<file path="config.mk">
export PLATFORM = sky130hd
export DESIGN_NAME = bba_controller
export DESIGN_NICKNAME = d
export VERILOG_FILES = /design/src/hw/rtl/bba_pkg.sv /design/src/hw/rtl/bba_controller.sv
export SDC_FILE = /design/constraint.sdc
export NUM_CORES = 1
export LEC_CHECK = 0
export BUFFER_PORTS_ARGS = -buffer_cell sky130_fd_sc_hd__buf_2
export CAP_MARGIN = 20
export CORE_MARGIN = 2
export CORE_UTILIZATION = 45
export CTS_BUF_LIST = sky130_fd_sc_hd__clkbuf_16
export DETAILED_ROUTE_END_ITERATION = 8
export PLACE_DENSITY_LB_ADDON = 0.08
export SLEW_MARGIN = 20
export SYNTH_ARGS = -nofsm -noshare
export SYNTH_HDL_FRONTEND = slang
export SYNTH_SLANG_ARGS = --single-unit
</file>
<file path="constraint.sdc">
create_clock -name clk -period 1.6 [get_ports clk]
set_input_delay 0.24 -clock clk [delete_from_list [all_inputs] [get_ports clk]]
set_output_delay 0.24 -clock clk [all_outputs]
set_load 0.005 [all_outputs]
</file>
<file path="src/hw/rtl/bba_pkg.sv">
// Package for the buddy block allocator.
// Holds the controller states, datapath commands, status codes and the status struct.
// Depends on nothing.
package bba_pkg;

    typedef enum logic [4:0] {
        S_IDLE,
        S_RB_INIT,
        S_RB_CHECK,
        S_RB_P1,
        S_RB_P2,
        S_CHECK,
        S_AL_SCAN,
        S_AL_POP1,
        S_AL_POP2,
        S_AL_SPLIT,
        S_AL_P1,
        S_AL_P2,
        S_FR_LOOP,
        S_FR_WALK,
        S_FR_WAIT,
        S_FR_UL1,
        S_FR_UL2,
        S_FR_P1,
        S_FR_P2,
        S_FINISH
    } state_t;

    typedef enum logic [4:0] {
        C_NONE,
        C_LOAD,
        C_BADORDER,
        C_RB_INIT,
        C_RB_SETUP,
        C_PUSH1,
        C_PUSH2,
        C_PUSH2_RB,
        C_AL_SCAN,
        C_AL_POP1,
        C_AL_POP2,
        C_AL_SETUP,
        C_FR_LOOP,
        C_FR_WALK,
        C_FR_WAIT,
        C_FR_UL1,
        C_FR_UL2
    } cmd_t;

    localparam logic [1:0] STATUS_OK       = 2'd0;
    localparam logic [1:0] STATUS_NO_FREE  = 2'd1;
    localparam logic [1:0] STATUS_BAD_ORDER = 2'd2;

    localparam logic MODE_ALLOC = 1'b0;
    localparam logic MODE_FREE  = 1'b1;

    typedef struct packed {
        logic bad_order;
        logic is_free;
        logic free_ok;
        logic rem_zero;
        logic head_valid;
        logic cur_at_top;
        logic split_done;
        logic walk_end;
        logic walk_hit;
    } dp_status_t;

endpackage

</file>
<file path="src/hw/rtl/bba_controller.sv">
// Controller state machine of the buddy block allocator.
// Sequences rebuild, allocate and free commands to the datapath; depends on bba_pkg.
module bba_controller (
    input  logic                clk,
    input  logic                rst_n,
    input  logic                start,
    input  logic                cfg_we,
    input  bba_pkg::dp_status_t sts,
    output bba_pkg::cmd_t       cmd,
    output logic                busy,
    output logic                done
);
    import bba_pkg::*;

    state_t state_reg;
    state_t state_next;

    always_ff @(posedge clk or negedge rst_n)
    begin
        if (!rst_n)
        begin
            state_reg <= S_RB_INIT;
        end
        else
        begin
            state_reg <= state_next;
        end
    end

    always_comb
    begin
        state_next = state_reg;
        cmd        = C_NONE;
        busy       = state_reg != S_IDLE;
        done       = 1'b0;
        case (state_reg)
            S_IDLE:
            begin
                if (cfg_we)
                begin
                    state_next = S_RB_INIT;
                end
                else if (start)
                begin
                    cmd        = C_LOAD;
                    state_next = S_CHECK;
                end
            end
            S_RB_INIT:
            begin
                cmd        = C_RB_INIT;
                state_next = S_RB_CHECK;
            end
            S_RB_CHECK:
            begin
                cmd        = C_RB_SETUP;
                state_next = sts.rem_zero ? S_IDLE : S_RB_P1;
            end
            S_RB_P1:
            begin
                cmd        = C_PUSH1;
                state_next = S_RB_P2;
            end
            S_RB_P2:
            begin
                cmd        = C_PUSH2_RB;
                state_next = S_RB_CHECK;
            end
            S_CHECK:
            begin
                if (sts.bad_order)
                begin
                    cmd        = C_BADORDER;
                    state_next = S_FINISH;
                end
                else if (!sts.is_free)
                begin
                    state_next = S_AL_SCAN;
                end
                else if (sts.free_ok)
                begin
                    state_next = S_FR_LOOP;
                end
                else
                begin
                    state_next = S_FINISH;
                end
            end
            S_AL_SCAN:
            begin
                cmd = C_AL_SCAN;
                if (sts.head_valid)
                begin
                    state_next = S_AL_POP1;
                end
                else if (sts.cur_at_top)
                begin
                    state_next = S_FINISH;
                end
            end
            S_AL_POP1:
            begin
                cmd        = C_AL_POP1;
                state_next = S_AL_POP2;
            end
            S_AL_POP2:
            begin
                cmd        = C_AL_POP2;
                state_next = S_AL_SPLIT;
            end
            S_AL_SPLIT:
            begin
                cmd        = C_AL_SETUP;
                state_next = sts.split_done ? S_FINISH : S_AL_P1;
            end
            S_AL_P1:
            begin
                cmd        = C_PUSH1;
                state_next = S_AL_P2;
            end
            S_AL_P2:
            begin
                cmd        = C_PUSH2;
                state_next = S_AL_SPLIT;
            end
            S_FR_LOOP:
            begin
                cmd        = C_FR_LOOP;
                state_next = sts.cur_at_top ? S_FR_P1 : S_FR_WALK;
            end
            S_FR_WALK:
            begin
                cmd = C_FR_WALK;
                if (sts.walk_end)
                begin
                    state_next = S_FR_P1;
                end
                else if (sts.walk_hit)
                begin
                    state_next = S_FR_UL1;
                end
                else
                begin
                    state_next = S_FR_WAIT;
                end
            end
            S_FR_WAIT:
            begin
                cmd        = C_FR_WAIT;
                state_next = S_FR_WALK;
            end
            S_FR_UL1:
            begin
                cmd        = C_FR_UL1;
                state_next = S_FR_UL2;
            end
            S_FR_UL2:
            begin
                cmd        = C_FR_UL2;
                state_next = S_FR_LOOP;
            end
            S_FR_P1:
            begin
                cmd        = C_PUSH1;
                state_next = S_FR_P2;
            end
            S_FR_P2:
            begin
                cmd        = C_PUSH2;
                state_next = S_FINISH;
            end
            S_FINISH:
            begin
                done       = 1'b1;
                state_next = S_IDLE;
            end
            default:
            begin
                state_next = S_IDLE;
            end
        endcase
    end

endmodule

</file>
==> results of run 1 <==
==> power groups by stage <==
stage	clock network (µW)	logic, µW	registers [µW]
floorplan	0	1130	230
finish	414	2580	335
global route	426	2720	333
detailed placement	0	1760	322
global placement	0	1730	318
CTS	418	2150	316
==> metrics by stage <==
step                      setup WS, ns  std cells  power (µW)   util  TNS (ns)
after floorplan                 0.0391        108        1360      -         0
after global placement          -0.109        161        2050  0.675    -0.318
after detailed placement        -0.114        161        2080  0.675    -0.207
after CTS                       -0.175        178        2880  0.834    -0.629
after global routing            -0.263        183        3480  0.900     -1.23
final                           -0.229        183        3330  0.900     -1.01
==> critical path, delay by kind of cell (launching register included) <==
| kind | cells | cell delay, ns |
|---|---|---|
| buffers and inverters | 2 | 0.25 |
| flip-flops | 1 | 0.44 |
| AO/OA/AOI/OAI | 2 | 0.32 |
| AND/OR/NAND/NOR | 2 | 0.33 |
==> per-layer routing <==
layer  routed length (µm)  global-route usage  part of all wire
met5                    0                   0                 0
met2                 1840               0.603              0.49
met3                  311              0.0873             0.083
met1                 1450               0.391              0.39
met4                  142               0.188             0.038
==> worst min-delay path by stage <==
stage / startpoint / to / slack (ns) / depth (start not counted)
floorplan: rst_n / state_reg[1] / -0.06 / 0
global placement: rst_n / state_reg[1] / 0.06 / 1
detailed placement: rst_n / state_reg[1] / 0.06 / 1
CTS: rst_n / state_reg[3] / 0.36 / 2
global route: rst_n / state_reg[4] / 0.38 / 2
finish: rst_n / state_reg[3] / 0.39 / 2
==> cell usage after synthesis, drive strengths merged, types with 2 or more instances <==
cell	n
a21oi	13
nand2b	8
nor2	8
nand2	7
buf	6
clkbuf	6
inv	5
o21ai	5
dfrtp	4
a31oi	3
and3b	3
nor3	3
nor3b	3
o211ai	3
a2111oi	2
nand3	2
nand3b	2
nand4	2
==> logic make-up (layout without fill, tap and decap cells) <==
kind of cell / count (synthesis) / count (layout) / synth area share
mux: 1 / 1 / 0.0130
xor+xnor: 1 / 1 / 0.0114
simple gates: 46 / 46 / 0.357
buf+inv: 17 / 76 / 0.101
flops: 5 / 5 / 0.164
compound gates: 38 / 38 / 0.354
==> area by class of cell <==
cell class / count / area share
clock buffer: 3 / 0.0535
timing repair buffer: 67 / 0.353
clock inverter: 1 / 0.00267
multi-input combinational: 86 / 0.471
inverter: 5 / 0.0134
tap: 16 / 0.0143
sequential: 5 / 0.0927
==> what timing repair did <==
item                                    4_1_cts  5_1_grt
endpoints found under the setup margin       11        9
buffers inserted                             12        7
gates resized for setup                      22       16
hold endpoints to repair                      4        0
pin swaps                                     5        7
hold buffers                                  1        0
cloned                                        0        0
==> flow_metrics.env, run 1 <==
export IMPL_fin_crit_sh=1.14
export IMPL_cp_endpoint="cmd[0]"
export IMPL_rrSetupSlack_ns=-0.19
export IMPL_synth_flop_cell="dfrtp_1"
export IMPL_final_common_cell="buf_4"
export IMPL_async_flop_share=1.00
export IMPL_num_vias=1181
export IMPL_dpl_cell_area_um2=1050
export IMPL_ys_seq_area_frac=0.164
export IMPL_die_x_um=45.4
export IMPL_syn_to_final_growth_pct=82.1
export IMPL_avgRoutedWirePerCell_um=20.4
export IMPL_rows=14
export IMPL_cts_tree="yes"
export IMPL_power_frac_comb=0.775
export IMPL_yosysUniqueCellTypes=44
export IMPL_worstPathCellList="buf_6, and3b_1, nor3_2, a311oi_1, a221o_1, buf_2"
export IMPL_clockBufferDepth=2
export IMPL_crit_type="reg -> out"
export IMPL_outcome="complete, but fails checks"
export IMPL_hold_ws_ns=0.387
export IMPL_worstMarginPinSlew_ns=0.312
export IMPL_peakVddDrop_v=0.00169
export IMPL_crit_arrival_ns=1.59
export IMPL_violations="negative setup slack"
export IMPL_max_slew_margin=0.791
export IMPL_grt_pass1_wl_um=5020
export IMPL_wl_um=3740
export IMPL_power_density_nw_per_um2=2370
export IMPL_layout_setup_ws_ns=-0.229
export IMPL_synthesis_nets=121
export IMPL_setup_viol=9
export IMPL_layout_drive_gt1_share=0.545
export IMPL_hold_viol=0
export IMPL_max_freq_mhz=547
export IMPL_drt_pass1_iterations=5
export IMPL_p_clk_frac=0.124
export IMPL_clkLatencyLatePin_ns=0.23
export IMPL_grt_max_degree=15
export IMPL_cp_end_kind="output port"
export IMPL_p_seq_frac=0.101
export IMPL_dp_hpwl_um=1920
export IMPL_critPathMaxFanout=6
export IMPL_numCtsBuffers=3
export IMPL_yosys_top_cells_area="dfrtp_1, a21oi_1, nand2b_1, nor2_1, a2111oi_4"
export IMPL_grt_pass1_vias=1092
export IMPL_antenna_found_initial=0
export IMPL_r2r_end="state_reg[2]"
export IMPL_drtAntennaViolNets=0
export IMPL_synth_edf_count=0
export IMPL_coreArea_um2=1560
export IMPL_grt_use_total=0.350
export IMPL_multi_input_area_um2=661
export IMPL_rr_worst_depth=5
export IMPL_p_int_uw=1850
export IMPL_final_cell_mix="buf_4, buf_2, a21oi_1, buf_6, nand2b_1"
export IMPL_fin_nets=181
export IMPL_startpoint="state_reg[2]"
export IMPL_r2r_start="state_reg[0]"
export IMPL_grt_overflow=0
export IMPL_path_clk_slew_ns=0.04
export IMPL_diodes=0
export IMPL_synth_cells=108
export IMPL_syn_area_um2=771
export IMPL_final_setup_skew_ns=0.00108
export IMPL_cts_root_buf="clkbuf_16"
export IMPL_switchingPower_uw=1490
export IMPL_synth_area_leader_cell="dfrtp_1"
export IMPL_maxSlewViolCount=0
export IMPL_routabilityCongestion=0.844
export IMPL_clkSinkCount=5
export IMPL_leakage_uw=0.000652
export IMPL_rsz0062_at_grt="yes"
export IMPL_swShare=0.446
export IMPL_largest_register_ffs=5
export IMPL_cts_htree_levels=1
export IMPL_drtIter0Drc=55
export IMPL_cpPeakStageDelay_ns=0.44
export IMPL_portBuffers=19
export IMPL_avgSynthCellArea_um2=7.14
export IMPL_via_per_inst=6.45
export IMPL_route_detailed_drc=0
export IMPL_yosys_warnings=0
export IMPL_drv_cap=0
export IMPL_crit_path_top_delay_cell="dfrtp_2"
export IMPL_finalInstanceArea_um2=1400
export IMPL_dieHeight_um=45.4
export IMPL_hp_class="in -> async"
export IMPL_ys_ff_latch=5
export IMPL_die_area_um2=2060
export IMPL_synth_top_area_frac=0.130
export IMPL_seq_area_um2=130
export IMPL_start_kind="register"
export IMPL_initial_core_util=0.494
export IMPL_period_needed_ns=1.83
export IMPL_cp_data_required_time_ns=1.36
export IMPL_ios=20
export IMPL_fillers=71
Power figures use the tool's default switching activity.
==> run 2, diff against run 1 <==
Settings changed: SKIP_CTS_REPAIR_TIMING set to 1.
==> flow_metrics.env, run 2 (synthesis gave the netlist of run 1 again) <==
export IMPL_hold_ws_ns=0.359
export IMPL_grt_pass1_wl_um=4260
export IMPL_wl_um=3720
export IMPL_cp_top_family="flip-flops"
export IMPL_power_density_nw_per_um2=2390
export IMPL_clockBufferDepth=2
export IMPL_max_slew_margin=0.759
export IMPL_worstPathCellList="buf_4, buf_4, nand2_4, a21oi_1, a31oi_1, o21ai_1, buf_2"
export IMPL_clkSinkCount=5
export IMPL_rsz0062_at_grt="yes"
export IMPL_swShare=0.449
export IMPL_cts_root_buf="clkbuf_16"
export IMPL_cp_end_kind="output port"
export IMPL_fin_cells=183
export IMPL_grt_pass1_vias=935
export IMPL_die_area_um2=2060
export IMPL_grt_overflow=0
export IMPL_multi_input_area_um2=673
export IMPL_cts_tree="yes"
export IMPL_worst_path_buf_inv=3
export IMPL_crit_path_top_delay_cell="dfrtp_2"
export IMPL_hp_class="in -> async"
export IMPL_final_common_cell="buf_4"
export IMPL_start_kind="register"
export IMPL_worstMarginPinSlew_ns=0.360
export IMPL_design_power_total_uw=3330
export IMPL_numCtsBuffers=3
export IMPL_coreArea_um2=1560
export IMPL_power_frac_comb=0.770
export IMPL_fin_crit_sh=1.16
export IMPL_p_int_uw=1840
export IMPL_p_clk_frac=0.126
export IMPL_cpPeakStageDelay_ns=0.45
export IMPL_via_per_inst=6.60
export IMPL_rows=14
export IMPL_crit_arrival_ns=1.61
export IMPL_clkLatencyLatePin_ns=0.23
export IMPL_final_setup_skew_ns=0.00183
export IMPL_drt_pass1_iterations=4
export IMPL_cp_data_required_time_ns=1.36
export IMPL_leakage_uw=0.000653
export IMPL_num_vias=1207
export IMPL_switchingPower_uw=1500
export IMPL_grt_use_total=0.291
export IMPL_antenna_found_initial=0
export IMPL_critPathMaxFanout=5
export IMPL_cts_htree_levels=1
export IMPL_routabilityCongestion=0.844
export IMPL_fin_nets=181
export IMPL_setup_viol=10
export IMPL_drv_cap=0
export IMPL_drtAntennaViolNets=0
export IMPL_seq_area_um2=130
export IMPL_layout_setup_ws_ns=-0.248
export IMPL_max_freq_mhz=541
export IMPL_path_clk_slew_ns=0.04
export IMPL_die_x_um=45.4
export IMPL_fillers=73
export IMPL_hold_viol=0
export IMPL_syn_to_final_growth_pct=81.3
export IMPL_violations="negative setup slack"
export IMPL_diodes=0
export IMPL_outcome="complete, but fails checks"
export IMPL_peakVddDrop_v=0.00153
export IMPL_rrSetupSlack_ns=-0.14
export IMPL_grt_max_degree=15
export IMPL_ios=20
export IMPL_dp_hpwl_um=1920
export IMPL_p_seq_frac=0.105
export IMPL_crit_type="reg -> out"
export IMPL_largest_register_ffs=5
export IMPL_route_detailed_drc=0
export IMPL_drtIter0Drc=67
export IMPL_avgRoutedWirePerCell_um=20.3
export IMPL_period_needed_ns=1.85
export IMPL_maxSlewViolCount=0
export IMPL_dieHeight_um=45.4
export IMPL_portBuffers=19
export IMPL_final_cell_mix="buf_4, buf_2, a21oi_1"
export IMPL_place_inst=161
export IMPL_layout_drive_gt1_share=0.551
export IMPL_initial_core_util=0.494
export IMPL_crit_top_cell="buf_4"
run 2: layout make-up:
type,instances,share of cell area
clock inverter,1,0.00269
inverter,5,0.0134
tap,16,0.0143
clock buffer,3,0.0537
sequential,5,0.0931
multi-input combinational,86,0.482
timing repair buffer,67,0.341
run 2: path summary, 6_finish.rpt:
kind / start / to / cells past startpoint
worst max register to register: state_reg[1] / state_reg[2] / 5
worst max-delay path: state_reg[2] / cmd[2] / 7
max in group asynchronous: rst_n / state_reg[0] / 2
worst min-delay path: rst_n / state_reg[3] / 2
min in group clk: sts[3] / state_reg[2] / 4
worst min register to register: state_reg[4] / state_reg[1] / 2
run 2: routing by layer:
metal,global-route usage,share of wire
met1,0.367,0.39
met2,0.487,0.46
met5,0,0
met4,0.100,0.060
met3,0.0595,0.086
run 2: through the flow:
stage                     setup TNS [ns]  utilization  setup slack, ns  area (µm²)
after floorplan                        0            -           0.0391         772
after global placement            -0.318        0.675           -0.109        1050
after detailed placement          -0.207        0.675           -0.114        1050
after CTS                          -1.62        0.726           -0.328        1130
after global routing               -1.85        0.896           -0.277        1400
final                              -1.35        0.896           -0.248        1400
run 2: power by group through the flow:
stage | clock (µW) | combinational (µW) | sequential [µW]
CTS | 418 | 1780 | 322
global route | 432 | 2710 | 349
floorplan | 0 | 1130 | 230
detailed placement | 0 | 1760 | 322
finish | 419 | 2570 | 349
global placement | 0 | 1730 | 318
==> run 3, diff against run 2 <==
Settings changed: CORE_UTILIZATION 45 to 46.
==> flow_metrics.env, run 3 (synthesis gave the netlist of run 1 again) <==
export IMPL_initial_core_util=0.500
export IMPL_dieHeight_um=44.9
export IMPL_antenna_found_initial=0
export IMPL_cpPeakStageDelay_ns=0.45
export IMPL_portBuffers=19
export IMPL_layout_setup_ws_ns=-0.252
export IMPL_fillers=101
export IMPL_setup_viol=8
export IMPL_cts_tree="yes"
export IMPL_fin_nets=167
export IMPL_maxSlewViolCount=0
export IMPL_highest_layer="met4"
export IMPL_cp_end_kind="output port"
export IMPL_wl_met1_um=1290
export IMPL_fin_crit_sh=1.16
export IMPL_avgRoutedWirePerCell_um=18.1
export IMPL_hold_viol=0
export IMPL_drv_cap=0
export IMPL_numCtsBuffers=3
export IMPL_critPathMaxFanout=6
export IMPL_path_clk_slew_ns=0.04
export IMPL_largest_register_ffs=5
export IMPL_seq_area_um2=130
export IMPL_layout_drive_gt1_share=0.523
export IMPL_hold_ws_ns=0.381
export IMPL_die_area_um2=2020
export IMPL_routabilityCongestion=0.872
export IMPL_grt_use_total=0.267
export IMPL_crit_path_top_delay_cell="dfrtp_2"
export IMPL_max_freq_mhz=540
export IMPL_dp_hpwl_um=1760
export IMPL_period_needed_ns=1.85
export IMPL_coreArea_um2=1540
export IMPL_worstPathCellList="buf_4, nor3_2, buf_4, nand2_2, nor2_1, a221o_1, buf_2"
export IMPL_num_vias=1064
export IMPL_cts_root_buf="clkbuf_16"
export IMPL_grt_max_degree=20
export IMPL_final_setup_skew_ns=0.00549
export IMPL_grt_pass1_vias=868
export IMPL_cts_htree_levels=1
export IMPL_die_x_um=44.9
export IMPL_grt_overflow=0
export IMPL_wl_um=3060
export IMPL_final_common_cell="buf_4"
export IMPL_outcome="complete, but fails checks"
export IMPL_ios=20
export IMPL_multi_input_area_um2=642
export IMPL_dr_wl_met2_um=1560
export IMPL_rsz0062_at_grt="yes"
export IMPL_drtIter0Drc=45
export IMPL_violations="negative setup slack"
export IMPL_grt_pass1_wl_um=3950
export IMPL_crit_arrival_ns=1.61
export IMPL_clockBufferDepth=2
export IMPL_route_detailed_drc=0
export IMPL_setup_tns_ns=-0.978
export IMPL_hp_class="in -> async"
export IMPL_power_density_nw_per_um2=2340
export IMPL_syn_to_final_growth_pct=66.6
export IMPL_rows=14
export IMPL_drt_pass1_iterations=4
export IMPL_leakage_uw=0.000572
export IMPL_crit_type="reg -> out"
export IMPL_drtAntennaViolNets=0
export IMPL_max_slew_margin=0.663
export IMPL_cp_data_required_time_ns=1.36
export IMPL_crit_top_cell="buf_4"
export IMPL_peakVddDrop_v=0.00133
export IMPL_wl_met3_um=196
export IMPL_worstMarginPinSlew_ns=0.498
export IMPL_start_kind="register"
export IMPL_clkLatencyLatePin_ns=0.23
export IMPL_clkSinkCount=5
export IMPL_diodes=0
export IMPL_via_per_inst=6.30
export IMPL_final_cell_mix="buf_4, buf_2, a21oi_1, buf_6, nor2_1"
==> run 3: final timing paths <==
path,from,slack [ns],cells after the start,to
setup reg to reg,state_reg[1],-0.22,5,state_reg[2]
min in group clk,sts[2],0.40,4,state_reg[3]
max in group asynchronous,rst_n,1.00,2,state_reg[0]
hold / removal,rst_n,0.38,2,state_reg[1]
setup / recovery,state_reg[2],-0.25,7,cmd[0]
hold reg to reg,state_reg[4],0.68,2,state_reg[1]
==> run 3: stage by stage <==
step	setup slack, ns	util	std cells	area (µm²)	power, µW
finish	-0.252	0.833	169	1280	3000
global route	-0.300	0.833	169	1280	3180
CTS	-0.275	0.704	157	1080	2460
detailed placement	-0.0721	0.652	153	1000	2030
global placement	0.00607	0.652	153	1000	2010
floorplan	0.0391	-	108	772	1360
==> run 3: worst max-delay path, delay by kind of cell (launching register included) <==
family	cells	cell delay, ns
compound gates	1	0.15
buf+inv	3	0.44
flops	1	0.45
simple gates	3	0.35
==> run 3: area by class of cell <==
class                           instances  area share
Clock buffer                            3      0.0585
Clock inverter                          1     0.00390
Inverter                                5      0.0146
Multi-Input combinational cell         86       0.500
Sequential cell                         5       0.101
Tap cell                               16      0.0156
Timing Repair Buffer                   53       0.306
==> run 3: power by group <==
group          total, µW  internal (µW)  switching (µW)
Sequential           325            209             116
Clock                424            328            96.4
Combinational       2250           1150            1100
==> run 3: layer usage <==
layer,GRT usage,vias to the layer above
met1,0.354,514
met2,0.420,51
met4,0.106,0
met5,0,-
met3,0.0600,4
li1,-,495
